**src/cdte_pkg.sv**
```systemverilog
// Package for the civil date to epoch seconds converter.
// Stage payload types, calendar constants and the cumulative month-days table.
// No dependencies.
package cdte_pkg;

	// floor(u/12) = (u * 5462) >> 16 for u < 4099
	localparam logic [12:0] RECIP12 = 13'd5462;
	// floor(u/25) = (u * 2622) >> 16 for u < 4239
	localparam logic [11:0] RECIP25 = 12'd2622;
	// month + 2051 = (month - 1) + 12*171, always non-negative
	localparam logic [12:0] MONTH_BIAS = 13'd2051;
	// yq = year + floor((month - 1)/12) + 400
	localparam logic [14:0] YEAR_BIAS = 15'd229;
	// 1970 + 400
	localparam logic signed [15:0] EPOCH_YQ = 16'sd2370;
	// 97 leap-count bias for the +400 shift, plus 477
	localparam logic signed [15:0] LEAP_BIAS = 16'sd574;
	localparam logic signed [9:0]  DAYS_PER_YEAR = 10'sd365;
	localparam logic signed [17:0] SECS_PER_DAY = 18'sd86400;
	localparam logic signed [12:0] SECS_PER_HOUR = 13'sd3600;
	localparam logic signed [7:0]  SECS_PER_MIN = 8'sd60;

	typedef struct packed {
		logic [13:0]        year;
		logic signed [11:0] month;
		logic signed [10:0] day;
		logic signed [10:0] hour;
		logic signed [12:0] minute;
		logic signed [16:0] second;
		logic [19:0]        micro;
	} cdte_date_t;

	typedef struct packed {
		logic [14:0]        yq;
		logic [3:0]         mon;
		logic signed [10:0] day;
		logic signed [23:0] tsec;
		logic [19:0]        micro;
	} cdte_norm_t;

	typedef struct packed {
		logic signed [23:0] days;
		logic signed [23:0] tsec;
		logic [19:0]        micro;
	} cdte_days_t;

	typedef struct packed {
		logic signed [38:0] epoch;
		logic [19:0]        micro;
	} cdte_stamp_t;

	function automatic logic [8:0] cum_days(input logic leap, input logic [3:0] mon);
		logic [8:0] d;
		case (mon)
			4'd2:    d = 9'd31;
			4'd3:    d = leap ? 9'd60  : 9'd59;
			4'd4:    d = leap ? 9'd91  : 9'd90;
			4'd5:    d = leap ? 9'd121 : 9'd120;
			4'd6:    d = leap ? 9'd152 : 9'd151;
			4'd7:    d = leap ? 9'd182 : 9'd181;
			4'd8:    d = leap ? 9'd213 : 9'd212;
			4'd9:    d = leap ? 9'd244 : 9'd243;
			4'd10:   d = leap ? 9'd274 : 9'd273;
			4'd11:   d = leap ? 9'd305 : 9'd304;
			4'd12:   d = leap ? 9'd335 : 9'd334;
			default: d = 9'd0;
		endcase
		return d;
	endfunction

endpackage

```
**src/cdte_if.sv**
```systemverilog
// Valid/ready channel interfaces for the date input and the epoch output.
// No dependencies.
interface cdte_date_if;
	logic               valid;
	logic               ready;
	logic [13:0]        year_in;
	logic signed [11:0] month_in;
	logic signed [10:0] day_in;
	logic signed [10:0] hour_in;
	logic signed [12:0] minute_in;
	logic signed [16:0] second_in;
	logic [19:0]        micro_in;

	modport source (output valid, year_in, month_in, day_in, hour_in, minute_in,
		second_in, micro_in, input ready);
	modport sink (input valid, year_in, month_in, day_in, hour_in, minute_in,
		second_in, micro_in, output ready);
endinterface

interface cdte_stamp_if;
	logic               valid;
	logic               ready;
	logic signed [38:0] epoch_seconds;
	logic [19:0]        micro_out;

	modport source (output valid, epoch_seconds, micro_out, input ready);
	modport sink (input valid, epoch_seconds, micro_out, output ready);
endinterface

```
**src/cdte_norm.sv**
```systemverilog
// Stages 1-2: month normalization into year offset and month 1..12,
// and the time-of-day seconds sum. Depends on cdte_pkg.
module cdte_norm (
	input  logic                   clk,
	input  logic                   arst_n,
	input  logic                   in_valid,
	output logic                   in_ready,
	input  cdte_pkg::cdte_date_t   in_data,
	output logic                   out_valid,
	input  logic                   out_ready,
	output cdte_pkg::cdte_norm_t   out_data
);

	logic               v_s1, v_s2, en_s1, en_s2;
	logic [12:0]        u;
	logic [25:0]        q_prod;
	logic signed [22:0] hsec;
	logic signed [18:0] msec;

	logic [12:0]        u_s1;
	logic [8:0]         q_s1;
	logic [13:0]        year_s1;
	logic signed [10:0] day_s1;
	logic signed [22:0] hsec_s1;
	logic signed [18:0] msec_s1;
	logic signed [16:0] sec_s1;
	logic [19:0]        micro_s1;

	logic [12:0]        r;
	cdte_pkg::cdte_norm_t norm_d, norm_s2;

	assign en_s2    = !v_s2 || out_ready;
	assign en_s1    = !v_s1 || en_s2;
	assign in_ready = en_s1;

	assign u      = 13'(in_data.month) + cdte_pkg::MONTH_BIAS;
	assign q_prod = 26'(u) * 26'(cdte_pkg::RECIP12);
	assign hsec   = 23'(in_data.hour) * 23'(cdte_pkg::SECS_PER_HOUR);
	assign msec   = 19'(in_data.minute) * 19'(cdte_pkg::SECS_PER_MIN);

	assign r            = u_s1 - 13'(q_s1) * 13'd12;
	assign norm_d.yq    = 15'(year_s1) + 15'(q_s1) + cdte_pkg::YEAR_BIAS;
	assign norm_d.mon   = r[3:0] + 4'd1;
	assign norm_d.day   = day_s1;
	assign norm_d.tsec  = 24'(hsec_s1) + 24'(msec_s1) + 24'(sec_s1);
	assign norm_d.micro = micro_s1;

	always_ff @(posedge clk or negedge arst_n) begin
		if (!arst_n) begin
			v_s1 <= 1'b0;
			v_s2 <= 1'b0;
		end else begin
			if (en_s1) v_s1 <= in_valid;
			if (en_s2) v_s2 <= v_s1;
		end
	end

	always_ff @(posedge clk) begin
		if (en_s1) begin
			u_s1     <= u;
			q_s1     <= q_prod[24:16];
			year_s1  <= in_data.year;
			day_s1   <= in_data.day;
			hsec_s1  <= hsec;
			msec_s1  <= msec;
			sec_s1   <= in_data.second;
			micro_s1 <= in_data.micro;
		end
		if (en_s2) norm_s2 <= norm_d;
	end

	assign out_valid = v_s2;
	assign out_data  = norm_s2;

endmodule

```
**src/cdte_days.sv**
```systemverilog
// Stages 3-5: Gregorian leap counts, leap test and day count since the epoch.
// Depends on cdte_pkg.
module cdte_days (
	input  logic                   clk,
	input  logic                   arst_n,
	input  logic                   in_valid,
	output logic                   in_ready,
	input  cdte_pkg::cdte_norm_t   in_data,
	output logic                   out_valid,
	input  logic                   out_ready,
	output cdte_pkg::cdte_days_t   out_data
);

	logic v_s3, v_s4, v_s5, en_s3, en_s4, en_s5;

	logic [23:0]        q_prod;
	logic [7:0]         q100_s3;
	cdte_pkg::cdte_norm_t norm_s3;

	logic [14:0]        r100, yq_m1;
	logic [7:0]         q100m;
	logic [12:0]        q4m;
	logic               leap;
	logic [8:0]         md;
	logic signed [15:0] yrel, lcd;
	logic signed [23:0] ydays;

	logic signed [23:0] ydays_s4;
	logic signed [15:0] lcd_s4;
	logic signed [23:0] tsec_s4;
	logic [19:0]        micro_s4;

	cdte_pkg::cdte_days_t days_s5;

	assign en_s5    = !v_s5 || out_ready;
	assign en_s4    = !v_s4 || en_s5;
	assign en_s3    = !v_s3 || en_s4;
	assign in_ready = en_s3;

	// floor(yq/100) = floor((yq >> 2)/25)
	assign q_prod = 24'(in_data.yq[14:2]) * 24'(cdte_pkg::RECIP25);

	assign r100  = norm_s3.yq - 15'(q100_s3) * 15'd100;
	assign q100m = q100_s3 - 8'(r100 == 15'd0);
	assign yq_m1 = norm_s3.yq - 15'd1;
	assign q4m   = yq_m1[14:2];
	assign leap  = (norm_s3.yq[1:0] == 2'd0) &&
		((r100 != 15'd0) || (q100_s3[1:0] == 2'd0));
	assign md    = cdte_pkg::cum_days(leap, norm_s3.mon);
	assign yrel  = $signed(16'(norm_s3.yq)) - cdte_pkg::EPOCH_YQ;
	assign ydays = 24'(yrel) * 24'(cdte_pkg::DAYS_PER_YEAR);
	assign lcd   = $signed(16'(q4m)) - $signed(16'(q100m)) + $signed(16'(q100m[7:2]))
		- cdte_pkg::LEAP_BIAS + $signed(16'(md)) + 16'(norm_s3.day) - 16'sd1;

	always_ff @(posedge clk or negedge arst_n) begin
		if (!arst_n) begin
			v_s3 <= 1'b0;
			v_s4 <= 1'b0;
			v_s5 <= 1'b0;
		end else begin
			if (en_s3) v_s3 <= in_valid;
			if (en_s4) v_s4 <= v_s3;
			if (en_s5) v_s5 <= v_s4;
		end
	end

	always_ff @(posedge clk) begin
		if (en_s3) begin
			q100_s3 <= q_prod[23:16];
			norm_s3 <= in_data;
		end
		if (en_s4) begin
			ydays_s4 <= ydays;
			lcd_s4   <= lcd;
			tsec_s4  <= norm_s3.tsec;
			micro_s4 <= norm_s3.micro;
		end
		if (en_s5) begin
			days_s5.days  <= ydays_s4 + 24'(lcd_s4);
			days_s5.tsec  <= tsec_s4;
			days_s5.micro <= micro_s4;
		end
	end

	assign out_valid = v_s5;
	assign out_data  = days_s5;

endmodule

```
**src/cdte_scale.sv**
```systemverilog
// Stages 6-7: days to seconds and the final sum with the time of day.
// Stage 7 is the output register. Depends on cdte_pkg.
module cdte_scale (
	input  logic                   clk,
	input  logic                   arst_n,
	input  logic                   in_valid,
	output logic                   in_ready,
	input  cdte_pkg::cdte_days_t   in_data,
	output logic                   out_valid,
	input  logic                   out_ready,
	output cdte_pkg::cdte_stamp_t  out_data
);

	logic               v_s6, v_s7, en_s6, en_s7;
	logic signed [39:0] prod;
	logic [38:0]        prod_s6;
	logic signed [23:0] tsec_s6;
	logic [19:0]        micro_s6;
	cdte_pkg::cdte_stamp_t stamp_s7;

	assign en_s7    = !v_s7 || out_ready;
	assign en_s6    = !v_s6 || en_s7;
	assign in_ready = en_s6;

	assign prod = 40'(in_data.days) * 40'(cdte_pkg::SECS_PER_DAY);

	always_ff @(posedge clk or negedge arst_n) begin
		if (!arst_n) begin
			v_s6 <= 1'b0;
			v_s7 <= 1'b0;
		end else begin
			if (en_s6) v_s6 <= in_valid;
			if (en_s7) v_s7 <= v_s6;
		end
	end

	always_ff @(posedge clk) begin
		if (en_s6) begin
			prod_s6  <= prod[38:0];
			tsec_s6  <= in_data.tsec;
			micro_s6 <= in_data.micro;
		end
		if (en_s7) begin
			stamp_s7.epoch <= $signed(prod_s6 + 39'(tsec_s6));
			stamp_s7.micro <= micro_s6;
		end
	end

	assign out_valid = v_s7;
	assign out_data  = stamp_s7;

endmodule

```
**src/civil_date_to_epoch_seconds.sv**
```systemverilog
// Civil UTC date and time to signed epoch seconds, microseconds passed through.
// Each transaction passes in order through cdte_norm, cdte_days and cdte_scale.
// Throughput: one transaction per cycle; each stage holds and fills bubbles
// independently, so input ready drops only when all 7 stages are full and stalled.
// Reset (arst_n low) clears the stage valid bits only; data registers are not reset.
// Depends on cdte_pkg, cdte_if, cdte_norm, cdte_days, cdte_scale.
module civil_date_to_epoch_seconds (
	input  logic          clk,
	input  logic          arst_n,
	cdte_date_if.sink     date,
	cdte_stamp_if.source  stamp
);

	cdte_pkg::cdte_date_t  date_d;
	cdte_pkg::cdte_norm_t  norm_d;
	cdte_pkg::cdte_days_t  days_d;
	cdte_pkg::cdte_stamp_t stamp_d;
	logic norm_valid, norm_ready, days_valid, days_ready;

	assign date_d.year   = date.year_in;
	assign date_d.month  = date.month_in;
	assign date_d.day    = date.day_in;
	assign date_d.hour   = date.hour_in;
	assign date_d.minute = date.minute_in;
	assign date_d.second = date.second_in;
	assign date_d.micro  = date.micro_in;

	cdte_norm u_norm (
		.clk       (clk),
		.arst_n    (arst_n),
		.in_valid  (date.valid),
		.in_ready  (date.ready),
		.in_data   (date_d),
		.out_valid (norm_valid),
		.out_ready (norm_ready),
		.out_data  (norm_d)
	);

	cdte_days u_days (
		.clk       (clk),
		.arst_n    (arst_n),
		.in_valid  (norm_valid),
		.in_ready  (norm_ready),
		.in_data   (norm_d),
		.out_valid (days_valid),
		.out_ready (days_ready),
		.out_data  (days_d)
	);

	cdte_scale u_scale (
		.clk       (clk),
		.arst_n    (arst_n),
		.in_valid  (days_valid),
		.in_ready  (days_ready),
		.in_data   (days_d),
		.out_valid (stamp.valid),
		.out_ready (stamp.ready),
		.out_data  (stamp_d)
	);

	assign stamp.epoch_seconds = stamp_d.epoch;
	assign stamp.micro_out     = stamp_d.micro;

endmodule

```
**src/flat_wrapper.sv**
```systemverilog
// flat-port wrapper written by rule: the top's interface ports become plain ports
module civil_date_to_epoch_seconds_flat 
  (clk, arst_n, date_valid, date_year_in, date_month_in, date_day_in, date_hour_in, date_minute_in, date_second_in, date_micro_in, date_ready, stamp_valid, stamp_epoch_seconds, stamp_micro_out, stamp_ready);
  cdte_date_if date_i ();
  cdte_stamp_if stamp_i ();
  input  logic clk;
  input  logic arst_n;
  input wire logic [$bits(date_i.valid)-1:0] date_valid;
  input wire logic [$bits(date_i.year_in)-1:0] date_year_in;
  input wire logic [$bits(date_i.month_in)-1:0] date_month_in;
  input wire logic [$bits(date_i.day_in)-1:0] date_day_in;
  input wire logic [$bits(date_i.hour_in)-1:0] date_hour_in;
  input wire logic [$bits(date_i.minute_in)-1:0] date_minute_in;
  input wire logic [$bits(date_i.second_in)-1:0] date_second_in;
  input wire logic [$bits(date_i.micro_in)-1:0] date_micro_in;
  output wire logic [$bits(date_i.ready)-1:0] date_ready;
  output wire logic [$bits(stamp_i.valid)-1:0] stamp_valid;
  output wire logic [$bits(stamp_i.epoch_seconds)-1:0] stamp_epoch_seconds;
  output wire logic [$bits(stamp_i.micro_out)-1:0] stamp_micro_out;
  input wire logic [$bits(stamp_i.ready)-1:0] stamp_ready;
  assign date_i.valid = date_valid;
  assign date_i.year_in = date_year_in;
  assign date_i.month_in = date_month_in;
  assign date_i.day_in = date_day_in;
  assign date_i.hour_in = date_hour_in;
  assign date_i.minute_in = date_minute_in;
  assign date_i.second_in = date_second_in;
  assign date_i.micro_in = date_micro_in;
  assign date_ready = date_i.ready;
  assign stamp_valid = stamp_i.valid;
  assign stamp_epoch_seconds = stamp_i.epoch_seconds;
  assign stamp_micro_out = stamp_i.micro_out;
  assign stamp_i.ready = stamp_ready;
  civil_date_to_epoch_seconds u_core (.clk(clk), .arst_n(arst_n), .date(date_i), .stamp(stamp_i));
endmodule
```
**config.mk**
```make
export PLATFORM = sky130hd
export DESIGN_NAME = civil_date_to_epoch_seconds_flat
export DESIGN_NICKNAME = d
export VERILOG_FILES = /design/src/cdte_pkg.sv /design/src/cdte_if.sv /design/src/cdte_norm.sv /design/src/cdte_days.sv /design/src/cdte_scale.sv /design/src/civil_date_to_epoch_seconds.sv /design/src/flat_wrapper.sv
export SDC_FILE = /design/constraint.sdc
export NUM_CORES = 2
export LEC_CHECK = 0
export BUFFER_PORTS_ARGS = -buffer_cell sky130_fd_sc_hd__buf_2
export CORE_ASPECT_RATIO = 0.6
export CORE_MARGIN = 5
export CORE_UTILIZATION = 55
export CTS_CLUSTER_SIZE = 16
export DETAILED_ROUTE_END_ITERATION = 12
export PLACE_DENSITY = 0.72
export SLEW_MARGIN = 20
export SYNTH_ARGS = -nofsm -noshare
export SYNTH_HDL_FRONTEND = slang
export SYNTH_SLANG_ARGS = --single-unit
export TNS_END_PERCENT = 50
```
**constraint.sdc**
```tcl
create_clock -name clk -period 14.6 [get_ports clk]
set_input_delay 1.46 -clock clk [delete_from_list [all_inputs] [get_ports clk]]
set_output_delay 1.46 -clock clk [all_outputs]
set_load 0.02 [all_outputs]
```
==> impl_metrics.toml <==
[worst_hold_path]
min_path_type = "reg -> reg"
whs_path_depth = 0
min_from = "u_core.u_days.norm_s3[43]"
worstHoldEndpoint = "u_core.u_days.tsec_s4[23]"

[timing]
setup_tns_ps = 0
fin_ws_ps = 5070
slew_headroom_pct = 29.5
fmax_mhz = 105
hold_viol = 0
final_max_slew_viol_count = 0
tightest_slew_ps = 1060
finalCritPeriodShare_pct = 65.3
period_needed_ps = 9530
setup_violations = 0
rsz0062_at_grt = "false"
finClkSkew_ps = 20.9

[cts]
cts_buffers = 53
clockRootBuffer = "clkbuf_16"
cts_max_path_buffers = 3
post-cts-setup-buffers = 0
ctsHtreeMaxLevel = 2
cts_sinks = 561
cts_resized = 0
clkLatencyLatePin_ps = 620
postCtsHoldBufs = 0
path_clk_slew_ps = 70
cts_tree = "yes"

[detailed_routing]
final_antenna_net_count = 0
drt_first_pass_iters = 5
vias_per_cell = 5.24
drtIter0Drc = 1449
vias = 23501
drt_wl_total_mm = 74.4
wl_per_cell_um = 16.6
drc = 0

[floorplanning]
io-pin-count = 163
die_w_um = 358
start_util_pct = 55.6
core_mm2 = 0.0719
die_h_um = 219
die-area_mm2 = 0.0783
rows = 76

[final_layout]
stdcell_area_mm2 = 0.0439
final_common_cell = "inv_1"
layout_common_cells = "612 x inv_1, 595 x ha_1, 554 x edfxtp_1, 292 x fa_1, 182 x xnor2_1"
drive_gt1_share_pct = 8.06
syn2layout_area_growth_pct = 9.89
diodes = 0
final_nets = 4453

[yosys]
ys_types = 65
synthesis.nets = 4240
avgSynthCellArea_um2 = 12.3
synth_cells = 3251
synth_edf_count = 554
synth-seq-cells = 561
yosysWarnings = 0
seq_area_frac_synth_pct = 42.1
netlist_area_mm2 = 0.0399
async_reset_ff_share_pct = 1.25
synthFlopType = "edfxtp_1"

[setup_path]
worstPathRequired_ps = 14970
worst-setup-path-type = "reg -> reg"
cp-end-kind = "flip-flop"
rr_startpoint = "u_core.u_days.q100_s3[3]"
cp.arrival_ps = 9910
cpPeakStageDelay_ps = 540
reg2reg_to = "u_core.u_days.lcd_s4[15]"
start_kind = "flip-flop"
crit_top_cell = "ha_1"
crit_slowest_cell = "or4_1"
cp_max_fo = 5
r2r_cells = 38
reg2reg_slack_ps = 5070

[place]
place_area_mm2 = 0.0420
hpwl_mm = 58.7
gp_congestion = 0.882
portBuffers = 162
pre_cts_ws_ps = 5180

[grt]
grt_pass1_vias = 23351
grt_usage_pct = 19.7
grt_busiest_layer = "met1"
grt_max_degree = 78
met3_usage_pct = 3.77
grt_util_met1_pct = 32.5
grt_overflow = 0
grt_antenna_before_repair = 1
use_met2_pct = 27.1
grt_pass1_wl_mm = 123

[run_status]
status = "completed"

[flow_run]
drv_cap = 0
## cell usage after synthesis, drive strengths merged, types with 4 or more instances
cell	number	area share, %
inv	614	5.8
ha	595	19
edfxtp	554	42
fa	292	15
xnor2	182	4.0
nor2	151	1.4
a21oi	142	1.8
o21ai	90	1.1
nand2	79	0.74
xor2	63	1.4
a21o	50	0.94
nor3	49	0.61
nand3	39	0.49
o21bai	34	0.64
nor2b	27	0.42
nand2b	25	0.39
and3	23	0.36
o21a	21	0.39
o211ai	17	0.32
a211oi	15	0.28
and2	15	0.23
or3	13	0.20
clkbuf	12	0.11
a31oi	10	0.16
nand4	10	0.16
a21boi	9	0.17
a31o	8	0.18
nor4	8	0.13
o311ai	8	0.18
o31ai	8	0.18
dfrtp	7	0.44
o31a	6	0.13
a2111o	5	0.14
a311oi	5	0.13
mux2i	5	0.13
or2	5	0.078
a2111oi	4	0.088
a221oi	4	0.088
o2111ai	4	0.088
o211a	4	0.10
## worst max-delay path: cells and delay by family, from the launching register on
| family | cells | cell delay, ps |
|---|---|---|
| simple gates | 7 | 1650 |
| xor+xnor | 2 | 240 |
| buf+inv | 5 | 340 |
| fa+ha+maj | 11 | 3500 |
| flops | 1 | 490 |
| compound gates | 13 | 3060 |
## cell families after synthesis
logic type      Yosys count  synth area share (%)
fa+ha+maj               887                  33.3
buf+inv                 627                  5.89
flops                   561                  42.1
compound gates          463                  7.55
simple gates            460                  5.57
xor+xnor                246                  5.43
mux                       7                 0.182
## area by class of cell
class | instances | area, um^2
Multi-Input combinational cell | 2063 | 20800
Clock buffer | 61 | 1360
Clock inverter | 39 | 487
Timing Repair Buffer | 171 | 878
Fill cell | 5610 | 28000
Sequential cell | 561 | 16800
Tap cell | 975 | 1220
Inverter | 614 | 2310
## through the flow
step	hold WS [ps]	std cells	util, %
after floorplan	400	3251	-
after global placement	400	4384	58.5
after detailed placement	405	4384	58.5
after CTS	413	4484	61.0
after global routing	418	4484	61.0
final	413	4484	61.0
## flip-flops by register name (all words and copies together), names as in the netlist, 19 cells and up
signal	count
u_core.u_days.norm_s3	74
u_core.u_norm.out_data	74
u_core.u_days.out_data	68
u_core.u_scale.out_data	59
u_core.u_scale.prod_s6	32
u_core.u_days.tsec_s4	24
u_core.u_days.ydays_s4	24
u_core.u_scale.tsec_s6	24
u_core.u_days.micro_s4	20
u_core.u_norm.micro_s1	20
u_core.u_scale.micro_s6	20
u_core.u_norm.hsec_s1	19
## per-layer routing
layer  wire (um)  vias to the layer above
met5          13                        -
met4        1050                        2
met3        4510                       70
met2       29300                      529
met1       39500                    11240
li1            -                    11660
## worst max path at each step
stage | depth (start not counted) | start | slack (ps) | end
floorplan | 4 | stamp_ready | 5660 | u_core.u_norm.day_s1[0]
global placement | 38 | u_core.u_days.q100_s3[3] | 5320 | u_core.u_days.lcd_s4[15]
detailed placement | 38 | u_core.u_days.q100_s3[3] | 5180 | u_core.u_days.lcd_s4[15]
CTS | 38 | u_core.u_days.q100_s3[3] | 5110 | u_core.u_days.lcd_s4[15]
global route | 38 | u_core.u_days.q100_s3[3] | 4360 | u_core.u_days.lcd_s4[15]
finish | 38 | u_core.u_days.q100_s3[3] | 5070 | u_core.u_days.lcd_s4[15]
Power is not shown: default switching activity piles up to over one toggle a cycle in this logic, so the estimate is an artifact.
